`src/hdl/bqc_pkg.sv`:
```
package bqc_pkg;

    // field and internal widths
    localparam int SAMPLE_W = 16;
    localparam int COEF_W   = 16;
    localparam int DATA_W   = 32;                  // Q23.8 inner values
    localparam int PROD_W   = DATA_W + COEF_W;     // one multiplier product
    localparam int ACC_W    = PROD_W + 2;          // sum of two products plus rounding
    localparam int TAP_W    = ACC_W - 14;          // tap sum back in Q23.8
    localparam int SUM_W    = DATA_W + 5;          // inner value plus tap sum, before clamp
    localparam int OSUM_W   = DATA_W + 1;          // output rounding sum

    // fixed-point formats
    localparam int COEF_FRAC  = 14;
    localparam int INNER_FRAC = 8;
    localparam int GAIN_SH    = COEF_FRAC - INNER_FRAC;
    localparam int RND_GAIN   = 2 ** (GAIN_SH - 1);
    localparam int RND_TAP    = 2 ** (COEF_FRAC - 1);
    localparam int RND_OUT    = 2 ** (INNER_FRAC - 1);
    localparam logic signed [COEF_W-1:0] GAIN_Q14 = 16'sd7651;   // round(0.467 * 2^14)

    // sections and coefficient bank
    localparam int SECTIONS = 2;
    localparam int SEC_MAX  = 2;
    localparam int SEC_W    = 1;
    localparam int TAPS     = 4;
    localparam int TAP_IDX_W = 2;

    localparam logic [TAP_IDX_W-1:0] K_ZERO1 = 2'd0;
    localparam logic [TAP_IDX_W-1:0] K_ZERO2 = 2'd1;
    localparam logic [TAP_IDX_W-1:0] K_POLE1 = 2'd2;
    localparam logic [TAP_IDX_W-1:0] K_POLE2 = 2'd3;

    // register port
    localparam int ADDR_W  = 5;
    localparam int PDATA_W = 32;
    localparam int IDX_LSB = 2;

    typedef logic [COEF_W-1:0] t_coef;
    typedef t_coef [TAPS-1:0] t_sec_coef;
    typedef t_sec_coef [SEC_MAX-1:0] t_coef_bank;

    typedef enum logic [2:0] {
        M_GAIN,
        M_D1P1,
        M_D2P2,
        M_D1Z1,
        M_D2Z2
    } t_mul_sel;

    typedef struct packed {
        t_mul_sel         mul_sel;
        logic [SEC_W-1:0] sec;
        logic             clr_clip;
        logic             ld_x;
        logic             acc_load;
        logic             acc_add;
        logic             ld_w;
        logic             ld_y;
        logic             out_ld;
    } t_dp_cmd;

endpackage

```
`src/hdl/bqc_ctrl.sv`:
```
module bqc_ctrl (
    input  logic             i_clk,
    input  logic             i_rst_n,
    input  logic             i_in_valid,
    input  logic             i_out_stall,
    output logic             o_in_stall,
    output logic             o_out_valid,
    output bqc_pkg::t_dp_cmd o_cmd
);
    import bqc_pkg::*;

    typedef enum logic [7:0] {
        S_IDLE = 8'b0000_0001,
        S_P1   = 8'b0000_0010,
        S_P2   = 8'b0000_0100,
        S_Z1   = 8'b0000_1000,
        S_W    = 8'b0001_0000,
        S_Z2   = 8'b0010_0000,
        S_Y    = 8'b0100_0000,
        S_OUT  = 8'b1000_0000
    } t_state;

    t_state           r_state, n_state;
    logic [SEC_W-1:0] r_sec, n_sec;
    logic             r_out_valid, n_out_valid;
    logic             out_free;

    assign out_free = !r_out_valid || !i_out_stall;

    always_comb begin
        n_state       = r_state;
        n_sec         = r_sec;
        o_cmd         = '0;
        o_cmd.mul_sel = M_GAIN;
        o_cmd.sec     = r_sec;
        case (r_state)
            S_IDLE: begin
                // multiplier takes the sample on the accepting edge
                if (i_in_valid) begin
                    o_cmd.clr_clip = 1'b1;
                    n_sec          = '0;
                    n_state        = S_P1;
                end
            end
            S_P1: begin
                o_cmd.ld_x    = (r_sec == '0);
                o_cmd.mul_sel = M_D1P1;
                n_state       = S_P2;
            end
            S_P2: begin
                o_cmd.acc_load = 1'b1;
                o_cmd.mul_sel  = M_D2P2;
                n_state        = S_Z1;
            end
            S_Z1: begin
                o_cmd.acc_add = 1'b1;
                o_cmd.mul_sel = M_D1Z1;
                n_state       = S_W;
            end
            S_W: begin
                o_cmd.ld_w     = 1'b1;
                o_cmd.acc_load = 1'b1;
                o_cmd.mul_sel  = M_D2Z2;
                n_state        = S_Z2;
            end
            S_Z2: begin
                o_cmd.acc_add = 1'b1;
                n_state       = S_Y;
            end
            S_Y: begin
                o_cmd.ld_y = 1'b1;
                if (r_sec == SEC_W'(SECTIONS - 1)) begin
                    n_state = S_OUT;
                end else begin
                    n_sec   = r_sec + 1'b1;
                    n_state = S_P1;
                end
            end
            S_OUT: begin
                // hold until the output word slot is free
                if (out_free) begin
                    o_cmd.out_ld = 1'b1;
                    n_state      = S_IDLE;
                end
            end
            default: begin
                n_state = S_IDLE;
            end
        endcase
    end

    always_comb begin
        n_out_valid = r_out_valid;
        if (o_cmd.out_ld) begin
            n_out_valid = 1'b1;
        end else if (r_out_valid && !i_out_stall) begin
            n_out_valid = 1'b0;
        end
    end

    always_ff @(posedge i_clk) begin
        if (!i_rst_n) begin
            r_state     <= S_IDLE;
            r_sec       <= '0;
            r_out_valid <= 1'b0;
        end else begin
            r_state     <= n_state;
            r_sec       <= n_sec;
            r_out_valid <= n_out_valid;
        end
    end

    assign o_in_stall  = (r_state != S_IDLE);
    assign o_out_valid = r_out_valid;

endmodule

```
`src/hdl/bqc_dp.sv`:
```
module bqc_dp (
    input  logic                                 i_clk,
    input  logic                                 i_rst_n,
    input  bqc_pkg::t_dp_cmd                     i_cmd,
    input  logic signed [bqc_pkg::SAMPLE_W-1:0]  i_sample_in,
    input  bqc_pkg::t_coef_bank                  i_coef,
    output logic signed [bqc_pkg::SAMPLE_W-1:0]  o_sample_out,
    output logic                                 o_clipped
);
    import bqc_pkg::*;

    logic signed [PROD_W-1:0]   r_prod;
    logic signed [ACC_W-1:0]    r_acc, n_acc;
    logic signed [DATA_W-1:0]   r_x;
    logic signed [DATA_W-1:0]   r_w;
    logic signed [DATA_W-1:0]   r_d1 [SEC_MAX];
    logic signed [DATA_W-1:0]   r_d2 [SEC_MAX];
    logic                       r_clip;
    logic signed [SAMPLE_W-1:0] r_out;
    logic                       r_out_clip;

    logic signed [DATA_W-1:0]   mul_a;
    logic signed [COEF_W-1:0]   mul_b;
    logic signed [PROD_W-1:0]   gain_sum;
    logic signed [DATA_W-1:0]   gain_x;
    logic signed [TAP_W-1:0]    tap;
    logic signed [SUM_W-1:0]    w_sum, y_sum;
    logic signed [DATA_W-1:0]   w_val, y_val;
    logic                       w_sat, y_sat;
    logic signed [OSUM_W-1:0]   o_sum;
    logic signed [OSUM_W-INNER_FRAC-1:0] o_shr;
    logic signed [SAMPLE_W-1:0] o_val;
    logic                       o_sat;

    always_comb begin
        mul_a = DATA_W'(i_sample_in);
        mul_b = GAIN_Q14;
        case (i_cmd.mul_sel)
            M_GAIN: begin
                mul_a = DATA_W'(i_sample_in);
                mul_b = GAIN_Q14;
            end
            M_D1P1: begin
                mul_a = r_d1[i_cmd.sec];
                mul_b = $signed(i_coef[i_cmd.sec][K_POLE1]);
            end
            M_D2P2: begin
                mul_a = r_d2[i_cmd.sec];
                mul_b = $signed(i_coef[i_cmd.sec][K_POLE2]);
            end
            M_D1Z1: begin
                mul_a = r_d1[i_cmd.sec];
                mul_b = $signed(i_coef[i_cmd.sec][K_ZERO1]);
            end
            M_D2Z2: begin
                mul_a = r_d2[i_cmd.sec];
                mul_b = $signed(i_coef[i_cmd.sec][K_ZERO2]);
            end
            default: begin
                mul_a = DATA_W'(i_sample_in);
                mul_b = GAIN_Q14;
            end
        endcase
    end

    // scaled sample, Q2.14 product brought to Q23.8
    assign gain_sum = r_prod + PROD_W'(RND_GAIN);
    assign gain_x   = gain_sum[DATA_W+GAIN_SH-1:GAIN_SH];

    // rounded tap sum, floor shift of the biased accumulator
    assign tap   = r_acc[ACC_W-1:COEF_FRAC];
    assign w_sum = SUM_W'(r_x) + SUM_W'(tap);
    assign y_sum = SUM_W'(r_w) + SUM_W'(tap);

    always_comb begin
        w_sat = !(&w_sum[SUM_W-1:DATA_W-1] || ~|w_sum[SUM_W-1:DATA_W-1]);
        y_sat = !(&y_sum[SUM_W-1:DATA_W-1] || ~|y_sum[SUM_W-1:DATA_W-1]);
        w_val = w_sat ? {w_sum[SUM_W-1], {(DATA_W-1){!w_sum[SUM_W-1]}}}
                      : w_sum[DATA_W-1:0];
        y_val = y_sat ? {y_sum[SUM_W-1], {(DATA_W-1){!y_sum[SUM_W-1]}}}
                      : y_sum[DATA_W-1:0];
    end

    assign o_sum = OSUM_W'(r_x) + OSUM_W'(RND_OUT);
    assign o_shr = o_sum[OSUM_W-1:INNER_FRAC];

    always_comb begin
        o_sat = !(&o_shr[OSUM_W-INNER_FRAC-1:SAMPLE_W-1]
                  || ~|o_shr[OSUM_W-INNER_FRAC-1:SAMPLE_W-1]);
        o_val = o_sat ? {o_shr[OSUM_W-INNER_FRAC-1], {(SAMPLE_W-1){!o_shr[OSUM_W-INNER_FRAC-1]}}}
                      : o_shr[SAMPLE_W-1:0];
    end

    always_comb begin
        n_acc = r_acc;
        if (i_cmd.acc_load) begin
            n_acc = ACC_W'(r_prod) + ACC_W'(RND_TAP);
        end else if (i_cmd.acc_add) begin
            n_acc = r_acc + ACC_W'(r_prod);
        end
    end

    always_ff @(posedge i_clk) begin
        r_prod <= mul_a * mul_b;
        r_acc  <= n_acc;
        if (i_cmd.ld_x) begin
            r_x <= gain_x;
        end else if (i_cmd.ld_y) begin
            r_x <= y_val;
        end
        if (i_cmd.ld_w) begin
            r_w <= w_val;
        end
        if (i_cmd.clr_clip) begin
            r_clip <= 1'b0;
        end else if (i_cmd.ld_w) begin
            r_clip <= r_clip | w_sat;
        end else if (i_cmd.ld_y) begin
            r_clip <= r_clip | y_sat;
        end
        if (i_cmd.out_ld) begin
            r_out      <= o_val;
            r_out_clip <= r_clip | o_sat;
        end
    end

    // delay line of each section: shift once its output is formed
    always_ff @(posedge i_clk) begin
        if (!i_rst_n) begin
            for (int s = 0; s < SEC_MAX; s++) begin
                r_d1[s] <= '0;
                r_d2[s] <= '0;
            end
        end else if (i_cmd.ld_y) begin
            r_d2[i_cmd.sec] <= r_d1[i_cmd.sec];
            r_d1[i_cmd.sec] <= r_w;
        end
    end

    assign o_sample_out = r_out;
    assign o_clipped    = r_out_clip;

endmodule

```
`src/hdl/biquad_cascade_filter_core.sv`:
```
// An accepted input word passes, per section, through states P1, P2, Z1, W, Z2 and Y;
// input stays stalled until its output word is loaded in S_OUT. One shared 32x16
// multiplier forms the gain product and four tap products per section.
// A finished word waits in the output register while the next input is taken.
// Synchronous active-low reset clears coefficients, section delays and control;
// no clearing pass is needed.
module biquad_cascade_filter_core (
    input  logic                                 i_clk,
    input  logic                                 i_rst_n,
    input  logic                                 i_in_valid,
    output logic                                 o_in_stall,
    input  logic signed [bqc_pkg::SAMPLE_W-1:0]  i_sample_in,
    output logic                                 o_out_valid,
    input  logic                                 i_out_stall,
    output logic signed [bqc_pkg::SAMPLE_W-1:0]  o_sample_out,
    output logic                                 o_clipped,
    input  logic                                 psel,
    input  logic                                 penable,
    input  logic                                 pwrite,
    input  logic [bqc_pkg::ADDR_W-1:0]           paddr,
    input  logic [bqc_pkg::PDATA_W-1:0]          pwdata,
    output logic [bqc_pkg::PDATA_W-1:0]          prdata,
    output logic                                 pready
);
    import bqc_pkg::*;

    t_coef_bank                  r_coef;
    logic [SEC_W+TAP_IDX_W-1:0]  reg_idx;
    logic [SEC_W-1:0]            reg_sec;
    logic [TAP_IDX_W-1:0]        reg_tap;
    logic                        reg_wr;
    t_dp_cmd                     cmd;

    assign pready  = 1'b1;
    assign reg_idx = paddr[ADDR_W-1:IDX_LSB];
    assign reg_sec = reg_idx[SEC_W+TAP_IDX_W-1:TAP_IDX_W];
    assign reg_tap = reg_idx[TAP_IDX_W-1:0];
    assign reg_wr  = psel && penable && pwrite && pready;

    always_ff @(posedge i_clk) begin
        if (!i_rst_n) begin
            r_coef <= '0;
        end else if (reg_wr) begin
            r_coef[reg_sec][reg_tap] <= pwdata[COEF_W-1:0];
        end
    end

    assign prdata = PDATA_W'($signed(r_coef[reg_sec][reg_tap]));

    bqc_ctrl u_ctrl (
        .i_clk       (i_clk),
        .i_rst_n     (i_rst_n),
        .i_in_valid  (i_in_valid),
        .i_out_stall (i_out_stall),
        .o_in_stall  (o_in_stall),
        .o_out_valid (o_out_valid),
        .o_cmd       (cmd)
    );

    bqc_dp u_dp (
        .i_clk        (i_clk),
        .i_rst_n      (i_rst_n),
        .i_cmd        (cmd),
        .i_sample_in  (i_sample_in),
        .i_coef       (r_coef),
        .o_sample_out (o_sample_out),
        .o_clipped    (o_clipped)
    );

endmodule

```
`config.mk`:
```
export PLATFORM = sky130hd
export DESIGN_NAME = biquad_cascade_filter_core
export DESIGN_NICKNAME = d
export VERILOG_FILES = /design/src/hdl/bqc_pkg.sv /design/src/hdl/bqc_ctrl.sv /design/src/hdl/bqc_dp.sv /design/src/hdl/biquad_cascade_filter_core.sv
export SDC_FILE = /design/constraint.sdc
export NUM_CORES = 2
export LEC_CHECK = 0
export ABC_AREA = 0
export BUFFER_PORTS_ARGS = -buffer_cell sky130_fd_sc_hd__buf_4
export CORE_MARGIN = 1.5
export CORE_UTILIZATION = 45
export CTS_BUF_LIST = sky130_fd_sc_hd__clkbuf_4 sky130_fd_sc_hd__clkbuf_8
export DETAILED_ROUTE_END_ITERATION = 7
export PLACE_DENSITY = 0.69
export SLEW_MARGIN = 20
export SYNTH_ARGS = -nofsm -noshare
export SYNTH_HDL_FRONTEND = slang
export SYNTH_SLANG_ARGS = --single-unit
```
`constraint.sdc`:
```
create_clock -name i_clk -period 9.5 [get_ports i_clk]
set_input_delay 1.425 -clock i_clk [delete_from_list [all_inputs] [get_ports i_clk]]
set_output_delay 1.425 -clock i_clk [all_outputs]
set_load 0.01 [all_outputs]
```
# == Yosys cells after proc, flatten, opt, wreduce, memory -nomap -nowiden ==
# Memory sizes are Yosys's and may differ from the RTL's. A register that Yosys moved wholly into a read port is not among the register bits.
# Index checks and enable logic that the tools add are counted.
# word_totals
input_bits,60
word_cells,146
latch_bits,0
mem_bits_ro,0
mem_count,2
out_inout_bits,52
ram_bits,128
ff_bits,318
# mem_list
name,depth,word_bits,read_ports,rd_clocked_by_memory_dff,write_ports,line_no,source
u_dp.r_d1,2,32,1,1,2,bqc_dp.sv:16,logic signed [DATA_W-1:0] r_d1 [SEC_MAX];
u_dp.r_d2,2,32,1,1,2,bqc_dp.sv:17,logic signed [DATA_W-1:0] r_d2 [SEC_MAX];
# classes
div_mod_pow,0
n_mux,55
mul,1
n_addsub,7
n_eq_ne,15
magnitude_cmp,5
bitwise,4
n_shift,0
reduce_logical,39
# op_table
op,n
$mux 64,5
$mux 32,6
$bwmux 128,1
$mux 50,2
$add 32x36->37,2
$demux 64 s1,1
$pmux 16 s4,1
$pmux 32 s2,1
$pmux 8 s8,1
$reduce_or 32->1,2
$add 50x48->50,1
$add 48x15->49 const B,1
$mul 32x16->48,1
$mux 16,3
$add 38x7->38 const B,1
$add 32x9->33 const B,1
$bmux 16 s2,1
$demux 16 s2,1
$mux 1,27
$mux 8,3
$pmux 3 s4,1
$reduce_and 6->1,2
$reduce_or 6->1,2
$logic_not 1->1,11
other kinds (29),48

# == Logic depth before layout (Yosys ltp) ==
# logic_depth
ltp_word,8
ltp_mapped,36

# == Cells and area by module ==
# From an unflattened synthesis, not the netlist that was laid out.
# hier_totals
hier_cells,4847
hier_area_um2,45642.5
# by_module_without_submodules
mod,cells_each,n_inst,seq_area_each_um2,area_each_um2
bqc_dp,4254,1,8758.4,39172.6
biquad_cascade_filter_core,521,1,2562.5,5871.9
bqc_ctrl,72,1,200.2,598.1

# == Worst setup path after synthesis ==
# OpenSTA, ideal clock, no wires.
# synth_timing
path_type,flip-flop to flip-flop
start,register u_ctrl.r_state[7]
end,register u_dp.r_prod[46]
path_buffers,2
setup_time_ns,0.072
t_arrival_ns,8.226
path_slack_ns,1.202
period_less_slack_ns,8.298
stages_incl_launch_ff,32
path_cell_list,dfxtp_1 or4_1 nor3_1 nand3b_1 inv_1 buf_2 a22oi_1 a21oi_1 nor2_1 clkbuf_1 or2_2 fa_1 fa_1 fa_1 inv_1 fa_1 fa_1 inv_1 fa_1 inv_1 ha_1 a2111oi_0 o21ai_0 a22o_1 o2111ai_1 a31oi_1 a211oi_2 o21ai_1 nand2_1 o21ai_1 a221oi_1 xnor2_1
# synth_via
elab_chain_cells,6
elab_cells_between_ends,14
# synth_lines
element,line_no,source
"start, declared",bqc_ctrl.sv:23,"t_state r_state, n_state;"
"start signal, assigned",bqc_ctrl.sv:107,r_state <= n_state;
$eq 8x5->1 (tied with other cells),bqc_ctrl.sv:36,case (r_state)
$pmux 3 s4 *,bqc_ctrl.sv:36,
$eq 3x2->1 (tied with other cells),bqc_dp.sv:38,case (i_cmd.mul_sel)
$reduce_or 2->1 (no line),--,
$pmux 32 s2,bqc_dp.sv:38,
$mul 32x16->48 *,bqc_dp.sv:104,r_prod <= mul_a * mul_b;
"end signal, assigned",bqc_dp.sv:104,
"end, declared",bqc_dp.sv:12,logic signed [PROD_W-1:0] r_prod;
# Every way passes the cells marked *; elsewhere a longest branch is shown, timed or not.
# A chain may end at the register's enable or synchronous reset.

# == Worst setup path in the final report ==
# layout_timing
start,register u_ctrl.r_state[7]
end,register u_dp.r_prod[45]
# Same word-level chain as after synthesis.

==> impl_metrics.yaml <==
synthesis:
  yosys.cell_count.top_type: "nand2_1"
  synth-seq-cells: 447
  async_reset_ff_frac: 0
  synth_top_cell_by_area: "fa_1"
  synth_edf_count: 259
  synth_cell_types: 99
  ys_seq_area_frac: 0.253
  synth_flop_cell: "edfxtp_1"
  synth_top_area_share: 0.215
  syn_area_per_cell_um2: 8.92
  ys_top_cells_by_area: "fa_1, edfxtp_1, dfxtp_1, ha_1, nand2_1"
  yosys_warnings: 0
  syn_inst: 5104
  synth_area_um2: 45500
  synth_fp_nets: 5891
  synth_common_cells: "nand2_1, inv_1, fa_1"
setup_path:
  crit_path_frequent_cell: "fa_1"
  startpoint_type: "flop"
  critical_path_buf_inv_count: 6
  cp.arrival_ns: 9.69
  cpMaxStageDelayCell: "nor2_1"
  worst_setup_path_end_kind: "flop"
  cp_top_family: "adder cells"
  critPathMaxFanout: 23
  critical_path_required_ns: 10.13
  worstSetupPathType: "flop to flop"
  cpPeakStageDelay_ns: 0.86
placement:
  finalWeightedCongestion: 1.01
  dp_hpwl_um: 103000
  portBuffers: 92
sta:
  tightest_slew_ns: 1.15
  fin_worst_skew_ns: 0.0526
  rsz0062_at_grt: "no"
  hold_viol_final: 0
  post-route-period-util: 0.954
  relSlewSlack: 0.230
  final.min_clock_period_ns: 9.07
  fmax_mhz: 110
  setup_tns_ns: 0
  setup_viol: 0
  slew_violations: 0
clock_tree:
  numCtsBuffers: 85
  htreeDepth: 3
  clock_sinks: 447
  cts_tree: "built"
  clockBufferDepth: 3
  clk_latency_ns: 0.73
  holdBufCountCts: 0
  root_buffer: "clkbuf_8"
  cts_setup_buffers: 0
  clk_pin_slew_ns: 0.06
finish:
  drive_gt1_frac: 0.0943
  seq_area_um2: 11500
  area_growth_pct: 9.46
  fillers: 9405
  num-nets-final: 5937
  multi_input_area_um2: 30500
die:
  start_util: 0.455
  io_pins: 112
  core_um2: 100000
  die_w_um: 321
  die_area_um2: 103000
  rows: 116
  chipHeight_um: 321
detailed_routing:
  vias: 37050
  viasPerCell: 5.68
  routed_wl_um: 135000
  drc: 0
  wl_per_cell_um: 20.7
  ant_nets: 0
  drtIter0Drc: 3331
  drt-pass1-iter-count: 6
global_routing:
  antenna_found_initial: 3
  grt_pass1_wl_um: 209000
  grt_use_total: 0.263
  grt_overflow_total: 0
  grt_pass1_vias: 36764
  grt_max_degree: 106
outcome:
  outcome: "finished clean"
hold_path:
  worstHoldPathType: "flop to flop"
job:
  drv_cap: 0
## worst paths after layout
path / endpoint / slack [ns] / cells after the start / startpoint
max: u_dp.r_prod[45] / 0.43 / 32 / u_ctrl.r_state[7]
min: r_coef[12] / 0.48 / 2 / r_coef[12]
max reg2reg: u_dp.r_prod[45] / 0.43 / 32 / u_ctrl.r_state[7]
min reg2reg: r_coef[12] / 0.48 / 2 / r_coef[12]
## cell families after synthesis
kind of cell | synth area share
and+or+nand+nor | 0.159
AOI/OAI and AO/OA | 0.155
buffers and inverters | 0.0804
adders and majority gates | 0.280
DFF | 0.253
xor gates and xnor gates | 0.0444
muxes | 0.0276
other | 0.0000823
## cell type report
| type | count | area share |
|---|---|---|
| multi-input cells | 3735 | 0.612 |
| repair buffers | 218 | 0.0347 |
| inverters | 663 | 0.0499 |
| well taps | 1298 | 0.0326 |
| flip-flops and latches | 447 | 0.232 |
| clock buffers | 121 | 0.0301 |
| diodes | 3 | 0.000151 |
| clock inverters | 36 | 0.00881 |
## metrics by stage
| stage | instances | utilization | hold slack (ns) | area (um^2) | worst slack (ns) |
|---|---|---|---|---|---|
| final | 6521 | 0.498 | 0.482 | 49800 | 0.434 |
| after global routing | 6520 | 0.498 | 0.504 | 49800 | 0.00865 |
| after CTS | 6517 | 0.497 | 0.481 | 49800 | 0.0400 |
| after detailed placement | 6360 | 0.477 | 0.473 | 47800 | 0.105 |
| after global placement | 6360 | 0.477 | 0.464 | 47800 | 0.187 |
| after floorplan | 5104 | - | 0.435 | 45500 | 1.20 |
## registers in the layout (all words and copies together), names as in the netlist, named ones only
register	cells
r_coef	128
u_ctrl.o_out_valid	1
u_ctrl.r_sec	1
u_ctrl.r_state	8
u_dp.o_clipped	1
u_dp.o_sample_out	16
u_dp.r_acc	50
u_dp.r_clip	1
u_dp.r_d1	64
u_dp.r_d2	64
u_dp.r_prod	48
u_dp.r_w	32
u_dp.r_x	32
## metal layers
| layer | GRT usage | up-vias | routed length [um] |
|---|---|---|---|
| li1 | - | 17107 | - |
| met1 | 0.343 | 18097 | 55300 |
| met2 | 0.431 | 1527 | 63700 |
| met3 | 0.0501 | 313 | 11000 |
| met4 | 0.102 | 6 | 5130 |
| met5 | 0 | - | 42 |
## placed cells by master (no fill, tap or decap), types with 33 or more instances in the layout
master / instances
nand2b_1: 43
nor2_1: 460
buf_4: 210
nor2b_1: 42
inv_1: 662
mux2i_1: 122
nand4_1: 57
ha_1: 238
o22ai_1: 46
o21a_1: 35
nand3_1: 66
a21oi_1: 201
a22oi_1: 74
nand2_1: 684
o21ai_0: 177
clkbuf_8: 95
fa_1: 488
edfxtp_1: 259
a21boi_0: 132
dfxtp_1: 186
and2_1: 87
xnor2_1: 152
and3_1: 33
a21o_1: 108
xor2_1: 79
## worst reg2reg max path, delay by kind of cell, from the launching register on
family | cells | cell delay [ns]
AO/OA/AOI/OAI | 9 | 2.06
XOR/XNOR | 1 | 0.16
adder cells (fa/ha/maj) | 7 | 3.26
buffers and inverters | 6 | 0.66
flip-flops | 1 | 0.39
AND/OR/NAND/NOR | 9 | 2.48
## what timing repair did
item	in CTS	in global routing
gates resized for setup	0	14
endpoints found under the setup margin	0	9
hold endpoints to repair	0	0
Power is left out: the tool's default activity adds up to more than one toggle a clock period on the data nets, which glitch-free logic cannot reach.
